===== src/rtl/pcsp_pkg.sv =====
`timescale 1ns / 1ps
// ----------------------------------------------------------------------------
// pcsp_pkg
// Types, codes and constants shared by the PNG chunk stream parser modules.
// ----------------------------------------------------------------------------
package pcsp_pkg;

  // Result kinds.
  localparam logic [2:0] KIND_HEADER  = 3'd0;
  localparam logic [2:0] KIND_PAYLOAD = 3'd1;
  localparam logic [2:0] KIND_PALETTE = 3'd2;
  localparam logic [2:0] KIND_END     = 3'd3;
  localparam logic [2:0] KIND_ERROR   = 3'd4;

  // Error status codes.
  localparam logic [1:0] ST_OK          = 2'd0;
  localparam logic [1:0] ST_INVALID     = 2'd1;
  localparam logic [1:0] ST_UNSUPPORTED = 2'd2;

  // Parser phases.
  localparam logic [3:0] PH_SIG   = 4'd0;
  localparam logic [3:0] PH_HLEN  = 4'd1;
  localparam logic [3:0] PH_HDR   = 4'd2;
  localparam logic [3:0] PH_CLEN  = 4'd3;
  localparam logic [3:0] PH_CNAME = 4'd4;
  localparam logic [3:0] PH_DATA  = 4'd5;
  localparam logic [3:0] PH_CRC   = 4'd6;
  localparam logic [3:0] PH_DONE  = 4'd7;
  localparam logic [3:0] PH_ERR   = 4'd8;

  // Chunk classes.
  localparam logic [1:0] CL_OTHER = 2'd0;
  localparam logic [1:0] CL_IDAT  = 2'd1;
  localparam logic [1:0] CL_PLTE  = 2'd2;
  localparam logic [1:0] CL_IEND  = 2'd3;

  localparam logic [31:0] NAME_IEND = 32'h49454E44;
  localparam logic [31:0] NAME_IDAT = 32'h49444154;
  localparam logic [31:0] NAME_PLTE = 32'h504C5445;

  localparam logic [31:0] HDR_LEN      = 32'd13;
  localparam logic [7:0]  BIT_DEPTH    = 8'd8;
  localparam logic [31:0] CRC_BYTES    = 32'd4;
  localparam logic [31:0] TRIPLET_SIZE = 32'd3;

  // Header chunk byte positions, counted from the first name byte.
  localparam logic [31:0] HP_WIDTH   = 32'd4;
  localparam logic [31:0] HP_HEIGHT  = 32'd8;
  localparam logic [31:0] HP_DEPTH   = 32'd12;
  localparam logic [31:0] HP_COLOR   = 32'd13;
  localparam logic [31:0] HP_METHODS = 32'd14;
  localparam logic [31:0] HP_INTLACE = 32'd16;
  localparam logic [31:0] HP_LAST    = 32'd20;

  typedef struct packed {
    logic [7:0] byte_value;
    logic       start_of_file;
  } item_t;

  typedef struct packed {
    logic [2:0]  result_kind;
    logic [1:0]  status;
    logic [7:0]  payload_byte;
    logic [7:0]  palette_index;
    logic [7:0]  red;
    logic [7:0]  green;
    logic [7:0]  blue;
    logic [31:0] image_width;
    logic [31:0] image_height;
    logic [1:0]  color_type;
  } result_t;

  function automatic logic [7:0] magic_byte(input logic [2:0] idx);
    logic [7:0] val;
    unique case (idx)
      3'd0: val = 8'h89;
      3'd1: val = 8'h50;
      3'd2: val = 8'h4E;
      3'd3: val = 8'h47;
      3'd4: val = 8'h0D;
      3'd5: val = 8'h0A;
      3'd6: val = 8'h1A;
      default: val = 8'h0A;
    endcase
    return val;
  endfunction

endpackage


===== src/rtl/pcsp_in_stage.sv =====
`timescale 1ns / 1ps
// ----------------------------------------------------------------------------
// pcsp_in_stage
// Input register: holds one accepted byte until the parser core takes it.
// ----------------------------------------------------------------------------
module pcsp_in_stage
  import pcsp_pkg::*;
(
  input  logic  clk,
  input  logic  rst_n,
  input  logic  in_valid,
  output logic  in_ready,
  input  item_t in_item,
  input  logic  take,
  output logic  item_valid,
  output item_t item
);

  logic  valid_r;
  logic  valid_nxt;
  item_t item_r;

  assign in_ready   = !valid_r || take;
  assign item_valid = valid_r;
  assign item       = item_r;

  always_comb begin
    valid_nxt = valid_r;
    if (in_valid && in_ready) begin
      valid_nxt = 1'b1;
    end else if (take) begin
      valid_nxt = 1'b0;
    end
  end

  always_ff @(posedge clk) begin
    if (!rst_n) begin
      valid_r <= 1'b0;
    end else begin
      valid_r <= valid_nxt;
    end
  end

  always_ff @(posedge clk) begin
    if (in_valid && in_ready) begin
      item_r <= in_item;
    end
  end

endmodule


===== src/rtl/pcsp_core.sv =====
`timescale 1ns / 1ps
// ----------------------------------------------------------------------------
// pcsp_core
// Parser state and the per-byte next-state and result logic.
// ----------------------------------------------------------------------------
module pcsp_core
  import pcsp_pkg::*;
#(
  parameter int PALETTE_ENTRIES = 256
)
(
  input  logic    clk,
  input  logic    rst_n,
  input  logic    take,
  input  item_t   item,
  output logic    emit,
  output result_t res
);

  localparam int CntW = $clog2(PALETTE_ENTRIES + 1);
  localparam logic [CntW-1:0] PalMax = CntW'(PALETTE_ENTRIES);

  logic [3:0]      phase_r,   phase_nxt;
  logic [31:0]     left_r,    left_nxt;
  logic [31:0]     asm_r,     asm_nxt;
  logic [31:0]     clen_r,    clen_nxt;
  logic [1:0]      class_r,   class_nxt;
  logic [31:0]     hw_r,      hw_nxt;
  logic [31:0]     hh_r,      hh_nxt;
  logic [1:0]      hc_r,      hc_nxt;
  logic [15:0]     hold_r,    hold_nxt;
  logic [1:0]      tpos_r,    tpos_nxt;
  logic [CntW-1:0] pcnt_r,    pcnt_nxt;

  logic [3:0]      ph;
  logic [31:0]     left;
  logic [31:0]     asm_w;
  logic [1:0]      tpos;
  logic [CntW-1:0] pcnt;
  logic [31:0]     shifted;
  logic [7:0]      b;

  always_comb begin
    b = item.byte_value;

    // A start byte restarts the parse and is taken as the first signature byte.
    ph    = phase_r;
    left  = left_r;
    asm_w = asm_r;
    tpos  = tpos_r;
    pcnt  = pcnt_r;
    if (item.start_of_file) begin
      ph    = PH_SIG;
      left  = '0;
      asm_w = '0;
      tpos  = '0;
      pcnt  = '0;
    end
    shifted = {asm_w[23:0], b};

    phase_nxt = ph;
    left_nxt  = left;
    asm_nxt   = asm_w;
    clen_nxt  = clen_r;
    class_nxt = class_r;
    hw_nxt    = hw_r;
    hh_nxt    = hh_r;
    hc_nxt    = hc_r;
    hold_nxt  = hold_r;
    tpos_nxt  = tpos;
    pcnt_nxt  = pcnt;
    emit      = 1'b0;
    res       = '0;

    unique case (ph)
      PH_SIG: begin
        if (b != magic_byte(left[2:0])) begin
          phase_nxt      = PH_ERR;
          emit           = 1'b1;
          res.result_kind = KIND_ERROR;
          res.status     = ST_INVALID;
        end else if (left[2:0] == 3'd7) begin
          phase_nxt = PH_HLEN;
          left_nxt  = '0;
          asm_nxt   = '0;
        end else begin
          left_nxt = left + 32'd1;
        end
      end
      PH_HLEN: begin
        asm_nxt  = shifted;
        left_nxt = left + 32'd1;
        if (left == 32'd3) begin
          if (shifted != HDR_LEN) begin
            phase_nxt       = PH_ERR;
            emit            = 1'b1;
            res.result_kind = KIND_ERROR;
            res.status      = ST_INVALID;
          end else begin
            phase_nxt = PH_HDR;
            left_nxt  = '0;
          end
        end
      end
      PH_HDR: begin
        left_nxt = left + 32'd1;
        if (left >= HP_WIDTH && left < HP_HEIGHT) begin
          hw_nxt = {hw_r[23:0], b};
        end else if (left >= HP_HEIGHT && left < HP_DEPTH) begin
          hh_nxt = {hh_r[23:0], b};
        end else if (left == HP_DEPTH) begin
          if (b != BIT_DEPTH) begin
            phase_nxt       = PH_ERR;
            emit            = 1'b1;
            res.result_kind = KIND_ERROR;
            res.status      = ST_UNSUPPORTED;
          end
        end else if (left == HP_COLOR) begin
          if (b != 8'd0 && b != 8'd2 && b != 8'd3) begin
            phase_nxt       = PH_ERR;
            emit            = 1'b1;
            res.result_kind = KIND_ERROR;
            res.status      = ST_UNSUPPORTED;
          end
          hc_nxt = b[1:0];
        end else if (left >= HP_METHODS && left <= HP_INTLACE) begin
          if (b != 8'd0) begin
            phase_nxt       = PH_ERR;
            emit            = 1'b1;
            res.result_kind = KIND_ERROR;
            res.status      = ST_UNSUPPORTED;
          end
        end else if (left >= HP_LAST) begin
          emit             = 1'b1;
          res.result_kind  = KIND_HEADER;
          res.image_width  = hw_r;
          res.image_height = hh_r;
          res.color_type   = hc_r;
          phase_nxt        = PH_CLEN;
          left_nxt         = '0;
          asm_nxt          = '0;
        end
      end
      PH_CLEN: begin
        asm_nxt  = shifted;
        left_nxt = left + 32'd1;
        if (left == 32'd3) begin
          clen_nxt  = shifted;
          phase_nxt = PH_CNAME;
          left_nxt  = '0;
          asm_nxt   = '0;
        end
      end
      PH_CNAME: begin
        asm_nxt  = shifted;
        left_nxt = left + 32'd1;
        if (left == 32'd3) begin
          asm_nxt = '0;
          if (shifted == NAME_IEND) begin
            class_nxt = CL_IEND;
            phase_nxt = PH_CRC;
            left_nxt  = CRC_BYTES;
          end else begin
            if (shifted == NAME_IDAT) begin
              class_nxt = CL_IDAT;
            end else if (shifted == NAME_PLTE) begin
              class_nxt = CL_PLTE;
              pcnt_nxt  = '0;
              tpos_nxt  = '0;
              hold_nxt  = '0;
            end else begin
              class_nxt = CL_OTHER;
            end
            if (clen_r == 32'd0) begin
              phase_nxt = PH_CRC;
              left_nxt  = CRC_BYTES;
            end else begin
              phase_nxt = PH_DATA;
              left_nxt  = clen_r;
            end
          end
        end
      end
      PH_DATA: begin
        left_nxt = left - 32'd1;
        if (class_r == CL_IDAT) begin
          emit             = 1'b1;
          res.result_kind  = KIND_PAYLOAD;
          res.payload_byte = b;
        // A triplet only starts while at least three bytes remain, so the
        // bytes after the last full triplet fall through here unused.
        end else if (class_r == CL_PLTE && !(tpos == 2'd0 && left < TRIPLET_SIZE)) begin
          unique case (tpos)
            2'd0: begin
              hold_nxt = {b, 8'd0};
              tpos_nxt = 2'd1;
            end
            2'd1: begin
              hold_nxt = {hold_r[15:8], b};
              tpos_nxt = 2'd2;
            end
            default: begin
              if (pcnt < PalMax) begin
                emit              = 1'b1;
                res.result_kind   = KIND_PALETTE;
                res.palette_index = 8'(pcnt);
                res.red           = hold_r[15:8];
                res.green         = hold_r[7:0];
                res.blue          = b;
                pcnt_nxt          = pcnt + 1'b1;
              end
              tpos_nxt = 2'd0;
            end
          endcase
        end
        if (left == 32'd1) begin
          phase_nxt = PH_CRC;
          left_nxt  = CRC_BYTES;
        end
      end
      PH_CRC: begin
        left_nxt = left - 32'd1;
        if (left == 32'd1) begin
          if (class_r == CL_IEND) begin
            emit            = 1'b1;
            res.result_kind = KIND_END;
            phase_nxt       = PH_DONE;
          end else begin
            phase_nxt = PH_CLEN;
            asm_nxt   = '0;
          end
        end
      end
      default: begin
      end
    endcase
  end

  always_ff @(posedge clk) begin
    if (!rst_n) begin
      phase_r <= PH_SIG;
      left_r  <= '0;
      asm_r   <= '0;
      clen_r  <= '0;
      class_r <= CL_OTHER;
      tpos_r  <= '0;
      pcnt_r  <= '0;
    end else if (take) begin
      phase_r <= phase_nxt;
      left_r  <= left_nxt;
      asm_r   <= asm_nxt;
      clen_r  <= clen_nxt;
      class_r <= class_nxt;
      tpos_r  <= tpos_nxt;
      pcnt_r  <= pcnt_nxt;
    end
  end

  always_ff @(posedge clk) begin
    if (take) begin
      hw_r   <= hw_nxt;
      hh_r   <= hh_nxt;
      hc_r   <= hc_nxt;
      hold_r <= hold_nxt;
    end
  end

endmodule


===== src/rtl/pcsp_out_stage.sv =====
`timescale 1ns / 1ps
// ----------------------------------------------------------------------------
// pcsp_out_stage
// Result register: holds one result until the downstream side takes it.
// ----------------------------------------------------------------------------
module pcsp_out_stage
  import pcsp_pkg::*;
(
  input  logic    clk,
  input  logic    rst_n,
  input  logic    load,
  input  result_t res_in,
  output logic    free,
  output logic    out_valid,
  input  logic    out_ready,
  output result_t res_out
);

  logic    valid_r;
  logic    valid_nxt;
  result_t res_r;

  assign free      = !valid_r || out_ready;
  assign out_valid = valid_r;
  assign res_out   = res_r;

  always_comb begin
    valid_nxt = valid_r;
    if (load) begin
      valid_nxt = 1'b1;
    end else if (out_ready) begin
      valid_nxt = 1'b0;
    end
  end

  always_ff @(posedge clk) begin
    if (!rst_n) begin
      valid_r <= 1'b0;
    end else begin
      valid_r <= valid_nxt;
    end
  end

  always_ff @(posedge clk) begin
    if (load) begin
      res_r <= res_in;
    end
  end

endmodule


===== src/rtl/png_chunk_stream_parser.sv =====
`timescale 1ns / 1ps
// ----------------------------------------------------------------------------
// png_chunk_stream_parser
// Parses a PNG byte stream: signature and header checks, IDAT bytes, PLTE
// entries and end of image.
//
// Channel  Direction  Handshake             Payload
// in_      input      in_valid / in_ready   byte_value, start_of_file
// out_     output     out_valid / out_ready result_kind, status, payload_byte,
//                                           palette_index, red, green, blue,
//                                           image_width, image_height, color_type
//
// One byte is accepted per clock while the output is not stalled; results are registered.
// The input register and the result register each hold one request, so a
// stalled output backs up through them to in_ready without losing a byte.
// Reset is synchronous and active low; it returns the parser to the signature.
// ----------------------------------------------------------------------------
module png_chunk_stream_parser
  import pcsp_pkg::*;
#(
  parameter int PALETTE_ENTRIES = 256
)
(
  input  logic        clk,
  input  logic        rst_n,
  input  logic        in_valid,
  output logic        in_ready,
  input  logic [7:0]  in_byte_value,
  input  logic        in_start_of_file,
  output logic        out_valid,
  input  logic        out_ready,
  output logic [2:0]  out_result_kind,
  output logic [1:0]  out_status,
  output logic [7:0]  out_payload_byte,
  output logic [7:0]  out_palette_index,
  output logic [7:0]  out_red,
  output logic [7:0]  out_green,
  output logic [7:0]  out_blue,
  output logic [31:0] out_image_width,
  output logic [31:0] out_image_height,
  output logic [1:0]  out_color_type
);

  item_t   in_item;
  item_t   item;
  logic    item_valid;
  logic    take;
  logic    free;
  logic    emit;
  result_t res;
  result_t res_q;

  assign in_item.byte_value    = in_byte_value;
  assign in_item.start_of_file = in_start_of_file;
  assign take = item_valid && free;

  pcsp_in_stage u_in (
    .clk       (clk),
    .rst_n     (rst_n),
    .in_valid  (in_valid),
    .in_ready  (in_ready),
    .in_item   (in_item),
    .take      (take),
    .item_valid(item_valid),
    .item      (item)
  );

  pcsp_core #(
    .PALETTE_ENTRIES(PALETTE_ENTRIES)
  ) u_core (
    .clk  (clk),
    .rst_n(rst_n),
    .take (take),
    .item (item),
    .emit (emit),
    .res  (res)
  );

  pcsp_out_stage u_out (
    .clk      (clk),
    .rst_n    (rst_n),
    .load     (take && emit),
    .res_in   (res),
    .free     (free),
    .out_valid(out_valid),
    .out_ready(out_ready),
    .res_out  (res_q)
  );

  assign out_result_kind   = res_q.result_kind;
  assign out_status        = res_q.status;
  assign out_payload_byte  = res_q.payload_byte;
  assign out_palette_index = res_q.palette_index;
  assign out_red           = res_q.red;
  assign out_green         = res_q.green;
  assign out_blue          = res_q.blue;
  assign out_image_width   = res_q.image_width;
  assign out_image_height  = res_q.image_height;
  assign out_color_type    = res_q.color_type;

endmodule

===== config.mk =====
export PLATFORM = sky130hd
export DESIGN_NAME = png_chunk_stream_parser
export DESIGN_NICKNAME = d
export VERILOG_FILES = /design/src/rtl/pcsp_pkg.sv /design/src/rtl/pcsp_in_stage.sv /design/src/rtl/pcsp_core.sv /design/src/rtl/pcsp_out_stage.sv /design/src/rtl/png_chunk_stream_parser.sv
export SDC_FILE = /design/constraint.sdc
export NUM_CORES = 1
export LEC_CHECK = 0
export BUFFER_PORTS_ARGS = -buffer_cell sky130_fd_sc_hd__buf_2
export CAP_MARGIN = 20
export CORE_UTILIZATION = 34
export CTS_BUF_LIST = sky130_fd_sc_hd__clkbuf_16
export DETAILED_ROUTE_END_ITERATION = 10
export MAX_ROUTING_LAYER = met4
export PLACE_DENSITY = 0.62
export SYNTH_ARGS = -nofsm -noshare
export SYNTH_HDL_FRONTEND = slang
export SYNTH_HIERARCHICAL = 1
export SYNTH_SLANG_ARGS = --single-unit

===== constraint.sdc =====
create_clock -name clk -period 7.8 [get_ports clk]
set_input_delay 1.56 -clock clk [delete_from_list [all_inputs] [get_ports clk]]
set_output_delay 1.56 -clock clk [all_outputs]
set_load 0.02 [all_outputs]

==> reports/results.txt <==
Multi-input gate area -> 5860 um2
Critical path class -> reg2reg
Commonest non-fill, non-tap cell in the layout -> edfxtp_1
Die footprint -> 43700 um2
MaxCap Viol Count -> 0
Switch share -> 26.5%
Mapped Area -> 14600 um2
Ratio of cells with drive above 1 in the final layout -> 18.4%
Register area share after synthesis -> 56.3%
GRT Overall Usage -> 18.6%
Filler cell count -> 4000
Switching power -> 983 uW
Syn Inst Count -> 1340
DP HPWL -> 26800 um
DR vias -> 11000
Hold Vio Cnt, Final -> 0
Asr flop ratio synth -> 0%
Finished layout cell area -> 16600 um2
Vias per inst -> 5.55
Synth Net Count -> 1361
Fin cells -> 1984
Hold slack -> 0.435 ns
Most frequent cells in the layout -> edfxtp_1, buf_2, dfxtp_1
Synth Register Bits -> 309
Initial core utilization -> 34.6%
GP Congestion -> 0.918
Type of origin of the critical path -> flop
Hold Path Class -> reg2reg
Worst path arrival time -> 5.04 ns
Reg power frac -> 49.6%
Slew Limit Headroom -> 28.4%
I/O pin total -> 126
Maximum VDD drop -> 125 uV
Setup repair after global routing missed its margin -> no
Fin crit share -> 62.0%
Pleak -> 0.00601 uW
Prevailing post-synth register cell -> edfxtp_1
Fmax -> 207 MHz
CTS HTree Levels -> 2
ANT nets after route -> 0
Area growth from synthesis to layout -> 14.1%
Slew at the pin closest to its max-slew limit -> 1.07 ns
Yosys warnings -> 6
Critical Path RT -> 8.00 ns
CTS tree -> built
CP Capture Type -> flop
Internal -> 2730 uW
Outcome -> finished clean
Cts bufs inserted -> 35
Root Driver -> clkbuf_16
CTS Buffer Depth -> 3
Wire per inst -> 20.3 um
Critical path peak fanout -> 64
CTS sink cnt -> 309
EDFF count, synth -> 202
Total power divided by cell area -> 223 nW/um2
Syn avg cell area -> 10.9 um2
Clock slew at reported path FFs -> 0.06 ns
Combinational power share -> 10.1%
Cells after DPL -> 1919
1st-pass router iterations -> 6
Residual DRC -> 0
Distinct cells, synth -> 92
Die Span Y -> 209 um
First-pass GRT wire length -> 61900 um
Setup repair bufs after CTS -> 0
Core Region -> 42100 um2
Area after DPL -> 15600 um2
I/O Buffers -> 125
Nets@finish -> 1438
Grt ovf -> 0
Max Clock Skew -> 0.0160 ns
Die width -> 209 um
Post_cts resized -> 0
Final setup fails -> 0
Row count -> 75
Initial antenna violation count -> 1
Pins Over Slew Limit -> 0
Clock share of power -> 40.3%
Setup TNS -> 0 ns
Largest net degree at the start of global routing -> 68
Routed Wire Length -> 40200 um
Min Tclk post-route -> 4.84 ns
Register Area -> 8210 um2
Hold_buf cts -> 0
Worst skew pair latency -> 0.53 ns
Initial DRC count -> 1202
Vias in the first global route -> 10300
path summary, 6_finish.rpt:
path	slack, ns	startpoint	depth (start not counted)	end
max reg2reg	2.96	u_core/left_r[1]	12	u_out/res_out[36]
max	2.96	u_core/left_r[1]	12	u_out/res_out[36]
min reg2reg	0.43	u_core/hw_r[0]	0	u_core/hw_r[8]
min	0.43	u_core/hw_r[0]	0	u_core/hw_r[8]
per-stage QoR:
stage	utilization, %	setup slack (ns)	power (uW)
floorplan	-	1.08	2120
global route	39.5	2.67	3850
finish	39.5	2.96	3710
CTS	39.5	3.01	3760
detailed placement	37.0	3.02	2250
global placement	37.0	3.19	2250
final cells by class:
cell class | instances | area share, %
antenna | 1 | 0.0150
clock buffer | 35 | 5.26
clock inverter | 29 | 1.03
inverter | 19 | 0.429
multi-input combinational | 907 | 35.2
sequential | 309 | 49.3
tap | 539 | 4.05
timing repair buffer | 145 | 4.66
synth_stat cells, types with 28 or more instances:
cell type  number  area, um2
edfxtp_1      202       6070
and3_1         42        263
dfxtp_1       107       2140
a21oi_1        78        390
o21ai_0        56        280
nor3_1         31        155
clkbuf_1       66        248
nand2_1        90        338
nor2_1        104        390
nand3_1        44        220
and2_1         98        613
buf_2          28        140
per-layer routing:
metal | track usage [%] | part of all wire, %
met2 | 29.1 | 47
met3 | 2.98 | 5.7
met4 | 6.52 | 2.7
met5 | - | 0
met1 | 24.5 | 45
cells by family after synthesis:
kind of cell / after synthesis / synth area share [%]
flops: 309 / 56.3
fa+ha+maj: 8 / 0.687
simple gates: 570 / 23.0
mux: 12 / 0.833
xor+xnor: 39 / 2.34
compound gates: 278 / 13.1
buf+inv: 124 / 3.73
sequential cells by signal (all words and copies together), names as in the netlist:
signal	flops
u_core/asm_r	24
u_core/class_r	2
u_core/clen_r	32
u_core/hc_r	2
u_core/hh_r	32
u_core/hold_r	16
u_core/hw_r	32
u_core/left_r	32
u_core/pcnt_r	9
u_core/phase_r	4
u_core/tpos_r	2
u_in/item	9
u_in/item_valid	1
u_out/out_valid	1
u_out/res_out	111
power groups by stage:
stage          sequential (uW)  clock, uW  combinational, uW
2_1_floorplan             1900          0                230
6_report                  1840       1500                376
4_1_cts                   1840       1540                373
3_5_place_dp              1880          0                372
5_1_grt                   1850       1600                401
3_3_place_gp              1880          0                370
critical path, cell delays in order (launching register included):
cell	delay, ns
dfxtp_1	0.50
nor2b_1	0.37
inv_1	0.15
ha_1	0.32
nor2b_1	0.20
a21oi_2	0.17
xnor2_1	0.07
or4_4	0.58
o31ai_2	0.49
nand2_1	0.19
or4_1	0.50
and3_4	0.44
buf_4	0.45
Note: power is estimated with default switching activity, not from simulation.
